==> src/rtl/core/bfac_pkg.sv <==
// ----------------------------------------------------------------------------
// bfac_pkg - button frame arm controller package
// Widths, request kinds, frame characters and deframer phase codes.
// ----------------------------------------------------------------------------
package bfac_pkg;

  localparam int OP_W    = 2;
  localparam int BYTE_W  = 8;
  localparam int PHASE_W = 3;

  typedef logic [OP_W-1:0]    op_t;
  typedef logic [BYTE_W-1:0]  byte_t;
  typedef logic [PHASE_W-1:0] phase_t;

  // request kinds
  localparam op_t OP_SERIAL  = 2'd0;
  localparam op_t OP_BATT_LO = 2'd1;
  localparam op_t OP_CHARGED = 2'd2;
  localparam op_t OP_MOTION  = 2'd3;

  // frame characters
  localparam byte_t CH_START  = 8'h21;
  localparam byte_t CH_B      = 8'h42;
  localparam byte_t CH_ARM    = 8'h35;
  localparam byte_t CH_DISARM = 8'h36;
  localparam byte_t CH_PRESS  = 8'h31;

  // deframer phases
  localparam phase_t PH_START  = 3'd0;
  localparam phase_t PH_B      = 3'd1;
  localparam phase_t PH_BUTTON = 3'd2;
  localparam phase_t PH_PRESS  = 3'd3;
  localparam phase_t PH_CHECK  = 3'd4;

endpackage

==> src/rtl/core/bfac_if.sv <==
// ----------------------------------------------------------------------------
// bfac_in_if / bfac_out_if - request and result channels
// Valid/ready channels carrying one request or one result each.
// ----------------------------------------------------------------------------
interface bfac_in_if;
  import bfac_pkg::*;

  logic  valid;
  logic  ready;
  op_t   op;
  byte_t rx_byte;

  modport source (output valid, output op, output rx_byte, input ready);
  modport sink   (input valid, input op, input rx_byte, output ready);
endinterface

interface bfac_out_if;
  import bfac_pkg::*;

  logic  valid;
  logic  ready;
  logic  armed;
  logic  armable;
  logic  frame_ok;
  byte_t button_code;
  byte_t press_code;
  logic  arm_refused;
  logic  spray_trigger;

  modport source (output valid, output armed, output armable, output frame_ok,
                  output button_code, output press_code, output arm_refused,
                  output spray_trigger, input ready);
  modport sink   (input valid, input armed, input armable, input frame_ok,
                  input button_code, input press_code, input arm_refused,
                  input spray_trigger, output ready);
endinterface

==> src/rtl/core/button_frame_arm_controller.sv <==
// ----------------------------------------------------------------------------
// button_frame_arm_controller - checksummed button frame parser and arm logic
// Deframes '!' 'B' button press checksum, arms/disarms on valid frames,
// tracks battery state and raises a spray trigger on motion while armed.
// ----------------------------------------------------------------------------
//  channel   dir  handshake      payload
//  in_ch     in   valid/ready    op, rx_byte
//  out_ch    out  valid/ready    armed, armable, frame_ok, button_code,
//                                press_code, arm_refused, spray_trigger
//
//  One request per cycle, taken while the output register is empty or being
//  drained; its result appears in the output register on the next cycle.
//  Rate is set by the single output register stage.
//  Reset (rst_n low, synchronous) clears phase, held bytes, flags and valid.
// ----------------------------------------------------------------------------
module button_frame_arm_controller (
  input logic        clk,
  input logic        rst_n,
  bfac_in_if.sink    in_ch,
  bfac_out_if.source out_ch
);
  import bfac_pkg::*;

  phase_t phase_r, phase_nxt;
  byte_t  button_r, button_nxt;
  byte_t  press_r, press_nxt;
  logic   armed_r, armed_nxt;
  logic   armable_r, armable_nxt;
  logic   ok_nxt, refused_nxt, spray_nxt;
  byte_t  chk;
  logic   accept;

  logic   out_vld_r;
  logic   out_ok_r, out_refused_r, out_spray_r;

  assign in_ch.ready = !out_vld_r || out_ch.ready;
  assign accept      = in_ch.valid && in_ch.ready;
  assign chk         = ~(CH_START + CH_B + button_r + press_r);

  always_comb begin
    phase_nxt   = phase_r;
    button_nxt  = button_r;
    press_nxt   = press_r;
    armed_nxt   = armed_r;
    armable_nxt = armable_r;
    ok_nxt      = 1'b0;
    refused_nxt = 1'b0;
    spray_nxt   = 1'b0;
    case (in_ch.op)
      OP_SERIAL: begin
        case (phase_r)
          PH_START:  phase_nxt = (in_ch.rx_byte == CH_START) ? PH_B : PH_START;
          PH_B:      phase_nxt = (in_ch.rx_byte == CH_B) ? PH_BUTTON : PH_START;
          PH_BUTTON: begin
            button_nxt = in_ch.rx_byte;
            phase_nxt  = PH_PRESS;
          end
          PH_PRESS: begin
            press_nxt = in_ch.rx_byte;
            phase_nxt = PH_CHECK;
          end
          PH_CHECK: begin
            phase_nxt = PH_START;
            if (in_ch.rx_byte == chk) begin
              ok_nxt = 1'b1;
              if (button_r == CH_ARM && press_r == CH_PRESS) begin
                if (armable_r) armed_nxt = 1'b1;
                else refused_nxt = 1'b1;
              end else if (button_r == CH_DISARM && press_r == CH_PRESS) begin
                armed_nxt = 1'b0;
              end
            end
          end
          default: phase_nxt = PH_START;
        endcase
      end
      OP_BATT_LO: begin
        armed_nxt   = 1'b0;
        armable_nxt = 1'b0;
      end
      OP_CHARGED: armable_nxt = 1'b1;
      OP_MOTION:  spray_nxt   = armed_r;
      default:    phase_nxt   = phase_r;
    endcase
  end

  always_ff @(posedge clk) begin
    if (!rst_n) begin
      phase_r   <= PH_START;
      button_r  <= '0;
      press_r   <= '0;
      armed_r   <= 1'b0;
      armable_r <= 1'b0;
      out_vld_r <= 1'b0;
    end else begin
      if (accept) begin
        phase_r   <= phase_nxt;
        button_r  <= button_nxt;
        press_r   <= press_nxt;
        armed_r   <= armed_nxt;
        armable_r <= armable_nxt;
        out_vld_r <= 1'b1;
      end else if (out_ch.ready) begin
        out_vld_r <= 1'b0;
      end
    end
  end

  // hold result payload until a new request replaces it
  always_ff @(posedge clk) begin
    if (accept) begin
      out_ok_r      <= ok_nxt;
      out_refused_r <= refused_nxt;
      out_spray_r   <= spray_nxt;
    end
  end

  assign out_ch.valid         = out_vld_r;
  assign out_ch.armed         = armed_r;
  assign out_ch.armable       = armable_r;
  assign out_ch.frame_ok      = out_ok_r;
  assign out_ch.button_code   = button_r;
  assign out_ch.press_code    = press_r;
  assign out_ch.arm_refused   = out_refused_r;
  assign out_ch.spray_trigger = out_spray_r;

endmodule

==> src/flat_wrapper.sv <==
// flat-port wrapper written by rule: the top's interface ports become plain ports
module button_frame_arm_controller_flat import bfac_pkg::*;
  (clk, rst_n, in_ch_valid, in_ch_op, in_ch_rx_byte, in_ch_ready, out_ch_valid, out_ch_armed, out_ch_armable, out_ch_frame_ok, out_ch_button_code, out_ch_press_code, out_ch_arm_refused, out_ch_spray_trigger, out_ch_ready);
  bfac_in_if in_ch_i ();
  bfac_out_if out_ch_i ();
  input logic clk;
  input logic rst_n;
  input wire logic [$bits(in_ch_i.valid)-1:0] in_ch_valid;
  input wire logic [$bits(in_ch_i.op)-1:0] in_ch_op;
  input wire logic [$bits(in_ch_i.rx_byte)-1:0] in_ch_rx_byte;
  output wire logic [$bits(in_ch_i.ready)-1:0] in_ch_ready;
  output wire logic [$bits(out_ch_i.valid)-1:0] out_ch_valid;
  output wire logic [$bits(out_ch_i.armed)-1:0] out_ch_armed;
  output wire logic [$bits(out_ch_i.armable)-1:0] out_ch_armable;
  output wire logic [$bits(out_ch_i.frame_ok)-1:0] out_ch_frame_ok;
  output wire logic [$bits(out_ch_i.button_code)-1:0] out_ch_button_code;
  output wire logic [$bits(out_ch_i.press_code)-1:0] out_ch_press_code;
  output wire logic [$bits(out_ch_i.arm_refused)-1:0] out_ch_arm_refused;
  output wire logic [$bits(out_ch_i.spray_trigger)-1:0] out_ch_spray_trigger;
  input wire logic [$bits(out_ch_i.ready)-1:0] out_ch_ready;
  assign in_ch_i.valid = in_ch_valid;
  assign in_ch_i.op = in_ch_op;
  assign in_ch_i.rx_byte = in_ch_rx_byte;
  assign in_ch_ready = in_ch_i.ready;
  assign out_ch_valid = out_ch_i.valid;
  assign out_ch_armed = out_ch_i.armed;
  assign out_ch_armable = out_ch_i.armable;
  assign out_ch_frame_ok = out_ch_i.frame_ok;
  assign out_ch_button_code = out_ch_i.button_code;
  assign out_ch_press_code = out_ch_i.press_code;
  assign out_ch_arm_refused = out_ch_i.arm_refused;
  assign out_ch_spray_trigger = out_ch_i.spray_trigger;
  assign out_ch_i.ready = out_ch_ready;
  button_frame_arm_controller u_core (.clk(clk), .rst_n(rst_n), .in_ch(in_ch_i), .out_ch(out_ch_i));
endmodule
==> config.mk <==
export PLATFORM = sky130hd
export DESIGN_NAME = button_frame_arm_controller_flat
export DESIGN_NICKNAME = d
export VERILOG_FILES = /design/src/rtl/core/bfac_pkg.sv /design/src/rtl/core/bfac_if.sv /design/src/rtl/core/button_frame_arm_controller.sv /design/src/flat_wrapper.sv
export SDC_FILE = /design/constraint.sdc
export NUM_CORES = 1
export LEC_CHECK = 0
export BUFFER_PORTS_ARGS = -buffer_cell sky130_fd_sc_hd__buf_2
export CAP_MARGIN = 25
export CORE_MARGIN = 2
export CORE_UTILIZATION = 24
export CTS_CLUSTER_DIAMETER = 50
export CTS_CLUSTER_SIZE = 25
export DETAILED_ROUTE_END_ITERATION = 7
export HOLD_SLACK_MARGIN = 0.08
export PLACE_DENSITY = 0.51
export SLEW_MARGIN = 25
export SYNTH_ARGS = -nofsm -noshare
export SYNTH_HDL_FRONTEND = slang
export SYNTH_SLANG_ARGS = --single-unit
==> constraint.sdc <==
create_clock -name clk -period 3.15 [get_ports clk]
set_clock_uncertainty 0.1 [all_clocks]
set_input_delay 0.315 -clock clk [delete_from_list [all_inputs] [get_ports clk]]
set_output_delay 0.315 -clock clk [all_outputs]
set_load 0.03 [all_outputs]
After elaboration in Yosys (flattened, before gate mapping):

Index checks and enable logic that the tools add are counted.
Widths: inputs -> output; s select.

* bitwise logic cells: 1
* equal/unequal tests: 17
* reduce and logical (&&, ||, !) cells: 17
* muxes and demuxes: 14
* add/sub/neg operators: 2

Operator list (count)
* $eq 8x6->1 const B: 4
* $pmux 3 s4: 1
* $mux 1: 10
* $add 7x8->8 const A: 1
* $add 8x8->8: 1
* $eq 8x7->1 const B: 1
* $eq 8x8->1: 1
* $not 8->8: 1
* $eq 3x2->1 const B: 2
* $reduce_and 2->1: 3
* $reduce_and 3->1: 2
* $reduce_and 6->1: 1
* $reduce_bool 2->1: 3
* $eq 2x2->1 const B: 2
* $ne 2x1->1 const B: 2
* $pmux 1 s2: 2
* $reduce_and 4->1: 1
* $eq 3x1->1 const B: 1
* $eq 3x3->1 const B: 1
* $logic_and 1x1->1: 3
* $logic_not 3->1: 1
* $ne 3x1->1 const B: 1
* $ne 3x2->1 const B: 1
* $eq 2x1->1 const B: 1
* other kinds (4): 4

* register bits: 25
* input port bits: 14
* output and inout port bits: 23
* logic and storage cells: 60

Logic depth before layout (Yosys ltp):

Gate-level depths: netlist of run 1.

* depth in word-level cells: 7
* depth in mapped cells: 12
* mapped depth without buffers: 12

Worst setup path after synthesis of run 1:

Ideal clock, no wire load.

* path kind: register to register
* from: register u_core.button_r[1], in the netlist u_core.out_ch.button_code[1]
* to: register u_core.out_refused_r, in the netlist u_core.out_ch.arm_refused (data pin)
* period minus slack after synthesis: 2.928 ns
* path slack: 0.222 ns
* arrival: 2.552 ns
* buffers on the path: 0
* required time: 2.774 ns
* stages on the path, launching flop included: 13
* setup time: 0.276 ns
* path through: dfxtp_1 -> inv_1 -> ha_1 -> inv_1 -> ha_1 -> inv_1 -> fa_1 -> nand2b_1 -> a211o_1 -> a21oi_1 -> and4b_1 -> and4_4 -> nor4bb_4

* word-level cells in the longest chain between the ends: 5

Ends and longest elaborated chain
* start, declared: line button_frame_arm_controller.sv:25 `byte_t button_r, button_nxt;`
* start signal, assigned: line button_frame_arm_controller.sv:98 `button_r <= button_nxt;`
* $add 7x8->8: line button_frame_arm_controller.sv:38 `assign chk = ~(CH_START + CH_B + button_r + press_r);`
* $add 8x8->8: line button_frame_arm_controller.sv:38
* $not 8->8: line button_frame_arm_controller.sv:38
* $eq 8x8->1: line button_frame_arm_controller.sv:64 `if (in_ch.rx_byte == chk) begin`
* $reduce_and 4->1 (no line) (*)
* end signal, assigned: line button_frame_arm_controller.sv:113 `out_refused_r <= refused_nxt;`
* end, declared: line button_frame_arm_controller.sv:34 `logic out_ok_r, out_refused_r, out_spray_r;`

Every way passes the cells marked *; elsewhere a longest branch is shown, timed or not.
A chain may end at the register's enable or synchronous reset.

Worst setup path in the final report of run 1:

* from: register u_core.press_r[1], in the netlist u_core.out_ch.press_code[1]
* to: register u_core.out_refused_r, in the netlist u_core.out_ch.arm_refused (data pin)

* word-level cells in the longest chain between the ends: 4

Ends and longest elaborated chain
* start, declared: line button_frame_arm_controller.sv:26 `byte_t press_r, press_nxt;`
* start signal, assigned: line button_frame_arm_controller.sv:99 `press_r <= press_nxt;`
* $add 8x8->8: line button_frame_arm_controller.sv:38
* $not 8->8: line button_frame_arm_controller.sv:38
* $eq 8x8->1: line button_frame_arm_controller.sv:64
* $reduce_and 4->1 (no line) (*)

Marks and branches as above.

==> results of run 1 <==
[stage by stage]
| stage | hold slack, ns | instance area (um^2) | worst slack [ns] | instances | total power (uW) |
|---|---|---|---|---|---|
| finish | 0.192 | 1990 | 0.310 | 290 | 579 |
| global route | 0.203 | 1990 | 0.139 | 290 | 613 |
| CTS | 0.188 | 1990 | 0.303 | 290 | 591 |
| detailed placement | 0.381 | 1940 | 0.319 | 286 | 394 |
| global placement | 0.383 | 1940 | 0.379 | 286 | 394 |
| floorplan | 0.354 | 1670 | 0.222 | 173 | 368 |
[cell usage in the layout, fill, tap and decap left out, drive strengths merged, types with 6 or more instances in the layout]
cell,Yosys,final
ha,17,17
buf,2,37
inv,19,19
dfxtp,22,22
nor2,6,6
mux2i,18,18
xnor2,8,8
a21oi,8,8
nand3,6,6
nor2b,18,18
[synth_stat cells (3+ instances only)]
master	number
dfxtp_1	22
inv_1	19
mux2i_1	18
nor2b_1	18
ha_1	17
xnor2_1	7
a21oi_1	6
nand3_1	6
nor2_1	6
nand2_1	5
xor2_1	5
nor4_1	4
edfxtp_1	3
nand2b_1	3
nand4_1	3
[report_power, final]
| group | leakage [uW] | switching (uW) | internal, uW | total (uW) |
|---|---|---|---|---|
| Clock | 0.0000255 | 105 | 88.6 | 194 |
| Sequential | 0.000207 | 1.68 | 325 | 326 |
| Combinational | 0.000641 | 34.8 | 23.8 | 58.6 |
| Total | 0.000874 | 142 | 437 | 579 |
[per-layer routing]
layer  wire length, um  vias to the layer above
li1                  -                      668
met1              1860                      580
met2              1790                       20
met3               115                        5
met4                56                        0
met5                 0                        -
[flip-flops by register name, summed over array words and instances, names as in the netlist]
signal	count
u_core.out_ch.button_code	8
u_core.phase_r	3
u_core.out_ch.armable	1
u_core.out_ch.armed	1
u_core.out_ch.frame_ok	1
u_core.out_ch.valid	1
u_core.out_ch.press_code	8
u_core.out_ch.spray_trigger	1
u_core.out_ch.arm_refused	1
[kinds of logic after synthesis]
kind of cell / Yosys count
and+or+nand+nor: 61
DFF: 25
buffers and inverters: 23
muxes: 18
adders and majority gates: 18
AOI/OAI and AO/OA: 15
xor gates and xnor gates: 13
[worst reg2reg max path: stages, from the launching register on]
cell and delay (ns):
dfxtp_1 0.38, inv_1 0.07, ha_1 0.28, inv_1 0.06
ha_1 0.15, inv_1 0.05, fa_1 0.39, nand2b_1 0.19
a211o_1 0.28, a21oi_1 0.12, and4b_1 0.21, and4_4 0.17
nor4bb_4 0.14
[area by class of cell]
class	instances	area [um^2]
Fill cell	738	4770
Multi-Input combinational cell	125	1050
Sequential cell	25	531
Timing Repair Buffer	37	188
Tap cell	80	100
Inverter	19	71.3
Clock buffer	3	41.3
Clock inverter	1	5.00
[path summary, 6_finish.rpt]
kind | start | to | slack, ns | cells after the start
worst max register to register | u_core.out_ch.press_code[1]$_SDFFE_PN0P_ | u_core.out_ch.arm_refused$_SDFFCE_PN0P_ | 0.31 | 12
worst min register to register | u_core.out_ch.armed$_SDFFE_PN0P_ | u_core.out_ch.armed$_SDFFE_PN0P_ | 0.39 | 2
worst min-delay path | in_ch_valid | u_core.out_ch.valid$_SDFFE_PN0P_ | 0.19 | 3
worst max-delay path | u_core.out_ch.press_code[1]$_SDFFE_PN0P_ | u_core.out_ch.arm_refused$_SDFFCE_PN0P_ | 0.31 | 12
==> flow_summary.yaml, run 1 <==
outcome:
  status: "finished clean"
routing:
  drc: 0
  wire_per_inst_um: 13.1
  drt-total-wl_um: 3810
  drt_iter0_drc: 27
  vias: 1273
  viasPerCell: 4.39
  antenna_left: 0
  drt_first_pass_iters: 4
clocking:
  tritoncts: "done"
  cts_hold_buf: 0
  cts_buffers: 3
  cts_buffer_depth: 2
  cts-root-buf: "clkbuf_8"
  post_cts_buffers: 0
  htreeDepth: 1
  insertion_delay_ns: 0.27
  clk_pin_slew_worst_paths_ns: 0.09
  post_cts_resize_count: 0
  cts_sinks: 25
synth:
  synth-xor-area-share: 0.0796
  yosysTopAreaCellShare: 0.264
  synth.area.mux_share: 0.108
  synth_top_family_by_area: "simple AND/OR/NAND/NOR gates"
  synth_compound_area_frac: 0.0579
  synth_edf_count: 3
  synth_ff_type: "dfxtp_1"
  synth-async-reset-ratio: 0
  yosysTopAreaCell: "dfxtp_1"
  yosys_warnings: 0
  synth.avg_cell_area_um2: 9.63
  synth-seq-cells: 25
  synthTopCellsByArea: "dfxtp_1 (26%), ha_1 (13%), mux2i_1 (11%), nor2b_1 (6.8%), edfxtp_1 (5.4%)"
  synthCells: 173
  synth_nets: 205
  syn_area_mm2: 0.00167
  synthAdderAreaFrac: 0.140
  yosys.area_share.simple: 0.241
  synth.distinct_cells: 39
  ys_seq_area_frac: 0.319
die:
  start_util: 0.246
  rows: 30
  ios: 37
  chipWidth_um: 87.3
  dieArea_mm2: 0.00762
  die_y_um: 87.3
  core_mm2: 0.00676
grt:
  grt_pass1_wl_um: 6240
  use_met2: 0.162
  grt_pass1_vias: 1235
  use_met1: 0.147
  antenna_found_initial: 0
  grt_max_degree: 24
  busiest_layer: "met2"
  grt_overflow: 0
  grt_util_met3: 0.0199
  track_usage: 0.106
worst_hold_path:
  hp-class: "in2reg"
timing:
  period_minus_slack_ns: 2.84
  timing.final.crit_share: 0.902
  max_slew_margin: 0.608
  timing.fmax_mhz: 352
  final_hold_viol_count: 0
  setup_tns_ns: 0
  slew_viol_final: 0
  tightest_slew_ns: 0.586
  finalSetupViolCount: 0
  rsz0062_at_grt: "false"
setup_path:
  crit_required_ns: 3.08
  cp.arrival_ns: 2.77
  crit_path_top_delay_cell: "fa_1"
  startpoint_type: "register"
  critPathCaptureType: "register"
  crit_buf_inv: 3
  cpPeakStageDelay_ns: 0.39
  critPathKind: "reg2reg"
  crit_top_cell: "inv_1"
  critPathMaxFanout: 4
  cpLargestDelayFamily: "adder cells"
  path_cells: "inv_1 > ha_1 > inv_1 > ha_1 > inv_1 > fa_1 > nand2b_1 > a211o_1 > a21oi_1 > and4b_1 > and4_4 > nor4bb_4"
cells_and_area:
  post_route_cells_drive_above_1_share: 0.238
  fin_nets: 243
  area.growth.synth_to_final_pct: 19.2
  diodes: 0
  fin_util: 0.294
place:
  io_buffers: 36
  dp_hpwl_um: 3050
  place_congestion: 0.807
power_and_ir_drop:
  p_leak_uw: 0.000874
  ir_worst_vdd_mv: 0.185
  power_per_cell_area_mw_per_mm2: 291
run:
  max-cap-violations: 0
No activity file was read; power rests on OpenSTA's default activity.
==> run 2: changes to the inputs <==
REMOVE_ABC_BUFFERS = 1   (was unset)
==> run 2 against run 1 <==
Register-to-register slack barely moved. Largest cell class unchanged. Utilization barely moved. Sequential power barely moved. Sequential cell count did not move. Clock power barely moved. Critical endpoint unchanged.
==> flow_summary.yaml, run 2 (synthesis results as in run 1) <==
timing:
  slew_viol_final: 0
  period_minus_slack_ns: 2.83
  finalSetupViolCount: 0
  tightest_slew_ns: 0.648
  max_slew_margin: 0.567
  rsz0062_at_grt: "false"
  setup_slack_ns: 0.320
  timing.fmax_mhz: 353
  timing.final.crit_share: 0.899
  final_hold_viol_count: 0
  setup_tns_ns: 0
setup_path:
  critPathMaxFanout: 4
  worst-r2r-setup-slack_ns: 0.32
  critPathKind: "reg2reg"
  critPathCaptureType: "register"
  reg2reg_depth: 12
  startpoint_type: "register"
  crit_required_ns: 3.07
  cp.arrival_ns: 2.75
  rr_startpoint: "u_core.out_ch.button_code[1]$_SDFFE_PN0P_"
  worstSetupStartpoint: "u_core.out_ch.button_code[1]$_SDFFE_PN0P_"
  r2r-end: "u_core.out_ch.arm_refused$_SDFFCE_PN0P_"
clocking:
  tritoncts: "done"
  post_cts_buffers: 0
  cts_buffer_depth: 2
  cts_buffers: 3
  cts_hold_buf: 0
  htreeDepth: 1
  insertion_delay_ns: 0.27
  cts_sinks: 25
  clk_pin_slew_worst_paths_ns: 0.09
  cts-root-buf: "clkbuf_8"
  post_cts_resize_count: 0
power_and_ir_drop:
  p_leak_uw: 0.000872
  power_per_cell_area_mw_per_mm2: 291
  ir_worst_vdd_mv: 0.122
cells_and_area:
  n_fill_cell: 758
  post_route_cells_drive_above_1_share: 0.233
  layout_common_cells: "buf_2 (36), dfxtp_1 (22), inv_1 (19), mux2i_1 (18), nor2b_1 (18)"
  fin_nets: 243
  area.growth.synth_to_final_pct: 19.2
  diodes: 0
  layout_commonest_cell: "buf_2"
run:
  max-cap-violations: 0
die:
  chipWidth_um: 87.3
  die_y_um: 87.3
  rows: 30
  ios: 37
  core_mm2: 0.00676
  dieArea_mm2: 0.00762
  start_util: 0.246
grt:
  track_usage: 0.106
  antenna_found_initial: 0
  grt_pass1_vias: 1319
  grt_max_degree: 24
  grt_pass1_wl_um: 6420
  grt_overflow: 0
worst_hold_path:
  worstHoldEndpoint: "u_core.out_ch.valid$_SDFFE_PN0P_"
  hp-start: "in_ch_valid"
  hp-class: "in2reg"
  hold_depth: 3
routing:
  vias: 1268
  antenna_left: 0
  drt_first_pass_iters: 3
  drt-total-wl_um: 3750
  drc: 0
  viasPerCell: 4.37
  wire_per_inst_um: 12.9
  drt_iter0_drc: 20
place:
  dp_hpwl_um: 3040
  dp_slack_ns: 0.337
  place_congestion: 0.766
  io_buffers: 36
outcome:
  status: "finished clean"
## run 2: changes by cell type in the layout (fill, tap and decap cells not counted), sizes merged
cell    delta
clkinv     -1
clkbuf     +1
## run 2: through the flow
stage	area (um^2)	power (uW)	util	instances	hold WS [ns]
finish	1980	577	0.294	290	0.199
global route	1980	612	0.294	290	0.223
CTS	1980	590	0.294	290	0.188
detailed placement	1940	393	0.287	286	0.387
global placement	1940	393	0.287	286	0.377
floorplan	1650	366	-	169	0.343
## run 2: layer usage
metal	up-vias	track usage	wire length (um)
li1	669	-	-
met1	579	0.135	1750
met2	16	0.180	1840
met3	4	0.0190	106
met4	0	0.0378	57
met5	-	0	0
## run 2: worst max-delay path by stage
stage	to	slack, ns	cells past startpoint
after floorplan	u_core.out_ch.arm_refused$_SDFFCE_PN0P_	0.22	12
after global placement	u_core.out_ch.arm_refused$_SDFFCE_PN0P_	0.38	12
after detailed placement	u_core.out_ch.arm_refused$_SDFFCE_PN0P_	0.34	12
after CTS	u_core.out_ch.arm_refused$_SDFFCE_PN0P_	0.33	12
after global routing	u_core.out_ch.arm_refused$_SDFFCE_PN0P_	0.15	12
final	u_core.out_ch.arm_refused$_SDFFCE_PN0P_	0.32	12
## run 2: power by group
group / internal [uW] / switching [uW]
clock network: 90.5 / 102
registers: 325 / 1.66
logic: 23.8 / 34.1
## run 2: final cells by class
class | count | area (um^2) | area share
repair buffers | 37 | 188 | 0.0946
clock buffers | 4 | 45.0 | 0.0227
multi-input cells | 125 | 1050 | 0.529
well taps | 80 | 100 | 0.0504
flip-flops and latches | 25 | 531 | 0.267
inverters | 19 | 71.3 | 0.0359
## run 2: worst max-delay path: stages (launching register included)
cell      delay, ns
dfxtp_1        0.38
inv_1          0.08
ha_1           0.26
inv_1          0.06
ha_1           0.16
inv_1          0.05
fa_1           0.39
nand2b_1       0.19
a211o_1        0.28
a21oi_1        0.12
and4b_1        0.21
and4_4         0.17
nor4bb_4       0.14
==> run 3: changes to the inputs <==
CELL_PAD_IN_SITES_DETAIL_PLACEMENT = 0   (was unset)
CELL_PAD_IN_SITES_GLOBAL_PLACEMENT = 1   (was unset)
PLACE_DENSITY = 0.6   (was 0.51)
clock period = 3.6 ns   (was 3.15 ns; I/O delays follow)
==> run 3 against run 2 <==
First-iteration DRC count up 130%. Combinational power down 9.5%. Final cell count unchanged. Via count up 1.8%. Clock power down 5%. Hold slack better by 0.045 ns. Sequential power down 12%. Critical path depth unchanged. Routed wire length up 7.6%. Cell area up 0.13%. Sequential cell count unchanged. Non-clock buffer count unchanged. Critical path type unchanged. Largest power group unchanged. Highest routed layer unchanged.
==> flow_summary.yaml, run 3 (synthesis results as in run 1) <==
outcome:
  status: "finished clean"
grt:
  use_met1: 0.157
  use_met2: 0.178
  antenna_found_initial: 0
  track_usage: 0.113
  grt_pass1_vias: 1248
  grt_util_met3: 0.0133
  grt_pass1_wl_um: 6560
  grt_overflow: 0
  grt_max_degree: 24
  busiest_layer: "met2"
timing:
  setup_tns_ns: 0
  final_hold_viol_count: 0
  slew_viol_final: 0
  hold_slack_ns: 0.244
  rsz0062_at_grt: "false"
  timing.fmax_mhz: 350
  max_slew_margin: 0.591
  finalSetupViolCount: 0
  setup_slack_ns: 0.741
  period_minus_slack_ns: 2.86
  tightest_slew_ns: 0.611
  timing.final.crit_share: 0.794
cells_and_area:
  post_route_cells_drive_above_1_share: 0.238
  area.growth.synth_to_final_pct: 19.3
  layout_common_cells: "buf_2 (36), dfxtp_1 (22), inv_1 (19), mux2i_1 (18), nor2b_1 (18)"
  n_fill_cell: 742
  layout_commonest_cell: "buf_2"
  fin_nets: 243
  fin_util: 0.294
  fin_cells: 290
  diodes: 0
routing:
  drc: 0
  wire_per_inst_um: 13.9
  drt_iter0_drc: 45
  viasPerCell: 4.45
  antenna_left: 0
  vias: 1291
  drt_first_pass_iters: 4
  drt-total-wl_um: 4040
place:
  io_buffers: 36
  place_congestion: 0.784
  dp_slack_ns: 0.762
  dp_hpwl_um: 3140
  dp_cells: 286
worst_hold_path:
  hp-class: "in2reg"
clocking:
  htreeDepth: 1
  cts-root-buf: "clkbuf_8"
  cts_sinks: 25
  cts_buffers: 3
  clk_pin_slew_worst_paths_ns: 0.10
  cts_buffer_depth: 2
  cts_hold_buf: 0
  tritoncts: "done"
  post_cts_resize_count: 0
  insertion_delay_ns: 0.28
  post_cts_buffers: 0
setup_path:
  path_cells: "inv_1 > ha_1 > inv_1 > ha_1 > inv_1 > fa_1 > nand2b_1 > a211o_1 > a21oi_1 > and4b_1 > and4_4 > nor4bb_4"
  crit_path_top_delay_cell: "fa_1"
  crit_required_ns: 3.53
  critPathCaptureType: "register"
  critPathKind: "reg2reg"
  critPathMaxFanout: 4
  crit_top_cell: "inv_1"
  cpPeakStageDelay_ns: 0.39
  cp.arrival_ns: 2.79
  startpoint_type: "register"
die:
  start_util: 0.246
  ios: 37
  rows: 30
  core_mm2: 0.00676
  chipWidth_um: 87.3
  die_y_um: 87.3
  dieArea_mm2: 0.00762
run:
  max-cap-violations: 0
power_and_ir_drop:
  power_per_cell_area_mw_per_mm2: 262
  ir_worst_vdd_mv: 0.124
  p_leak_uw: 0.000875
[run 3: cell types whose count changed in the layout (fill, tap and decap cells not counted), sizes merged]
| cell | change |
|---|---|
| clkbuf | -1 |
| inv | +1 |
[run 3: layout make-up]
class	count	area (um^2)	area share
clock inverter	1	6.26	0.00315
inverter	19	71.3	0.0359
timing repair buffer	37	188	0.0945
clock buffer	3	41.3	0.0208
multi-input combinational	125	1050	0.528
sequential	25	531	0.267
tap	80	100	0.0504
[run 3: power breakdown]
| group | internal (uW) | switching [uW] | leakage [uW] | total (uW) |
|---|---|---|---|---|
| registers | 284 | 1.50 | 0.000207 | 286 |
| logic | 20.9 | 31.6 | 0.000641 | 52.4 |
| clock network | 79.5 | 104 | 0.0000260 | 183 |
| total | 385 | 137 | 0.000875 | 521 |
[run 3: final timing paths]
check,slack [ns],from,end,cells after the start
setup / recovery,0.74,u_core.out_ch.press_code[1]$_SDFFE_PN0P_,u_core.out_ch.arm_refused$_SDFFCE_PN0P_,12
setup reg to reg,0.74,u_core.out_ch.press_code[1]$_SDFFE_PN0P_,u_core.out_ch.arm_refused$_SDFFCE_PN0P_,12
hold reg to reg,0.39,u_core.out_ch.armed$_SDFFE_PN0P_,u_core.out_ch.armed$_SDFFE_PN0P_,2
hold / removal,0.24,in_ch_valid,u_core.out_ch.valid$_SDFFE_PN0P_,3
[run 3: stage by stage]
stage               area (um^2)  power, uW
global placement           1940        346
floorplan                  1650        320
detailed placement         1940        345
CTS                        1990        531
finish                     1990        521
global route               1990        543
[run 3: per-layer routing]
| metal | vias up | wire (um) |
|---|---|---|
| met1 | 599 | 1940 |
| met2 | 19 | 1890 |
| met5 | - | 0 |
| li1 | 668 | - |
| met4 | 0 | 59 |
| met3 | 5 | 147 |
[run 3: worst max-delay path, delay by kind of cell, from the launching register on]
family	cells	cell delay, ns
fa+ha+maj	3	0.83
simple gates	4	0.72
buf+inv	3	0.18
flops	1	0.38
compound gates	2	0.40
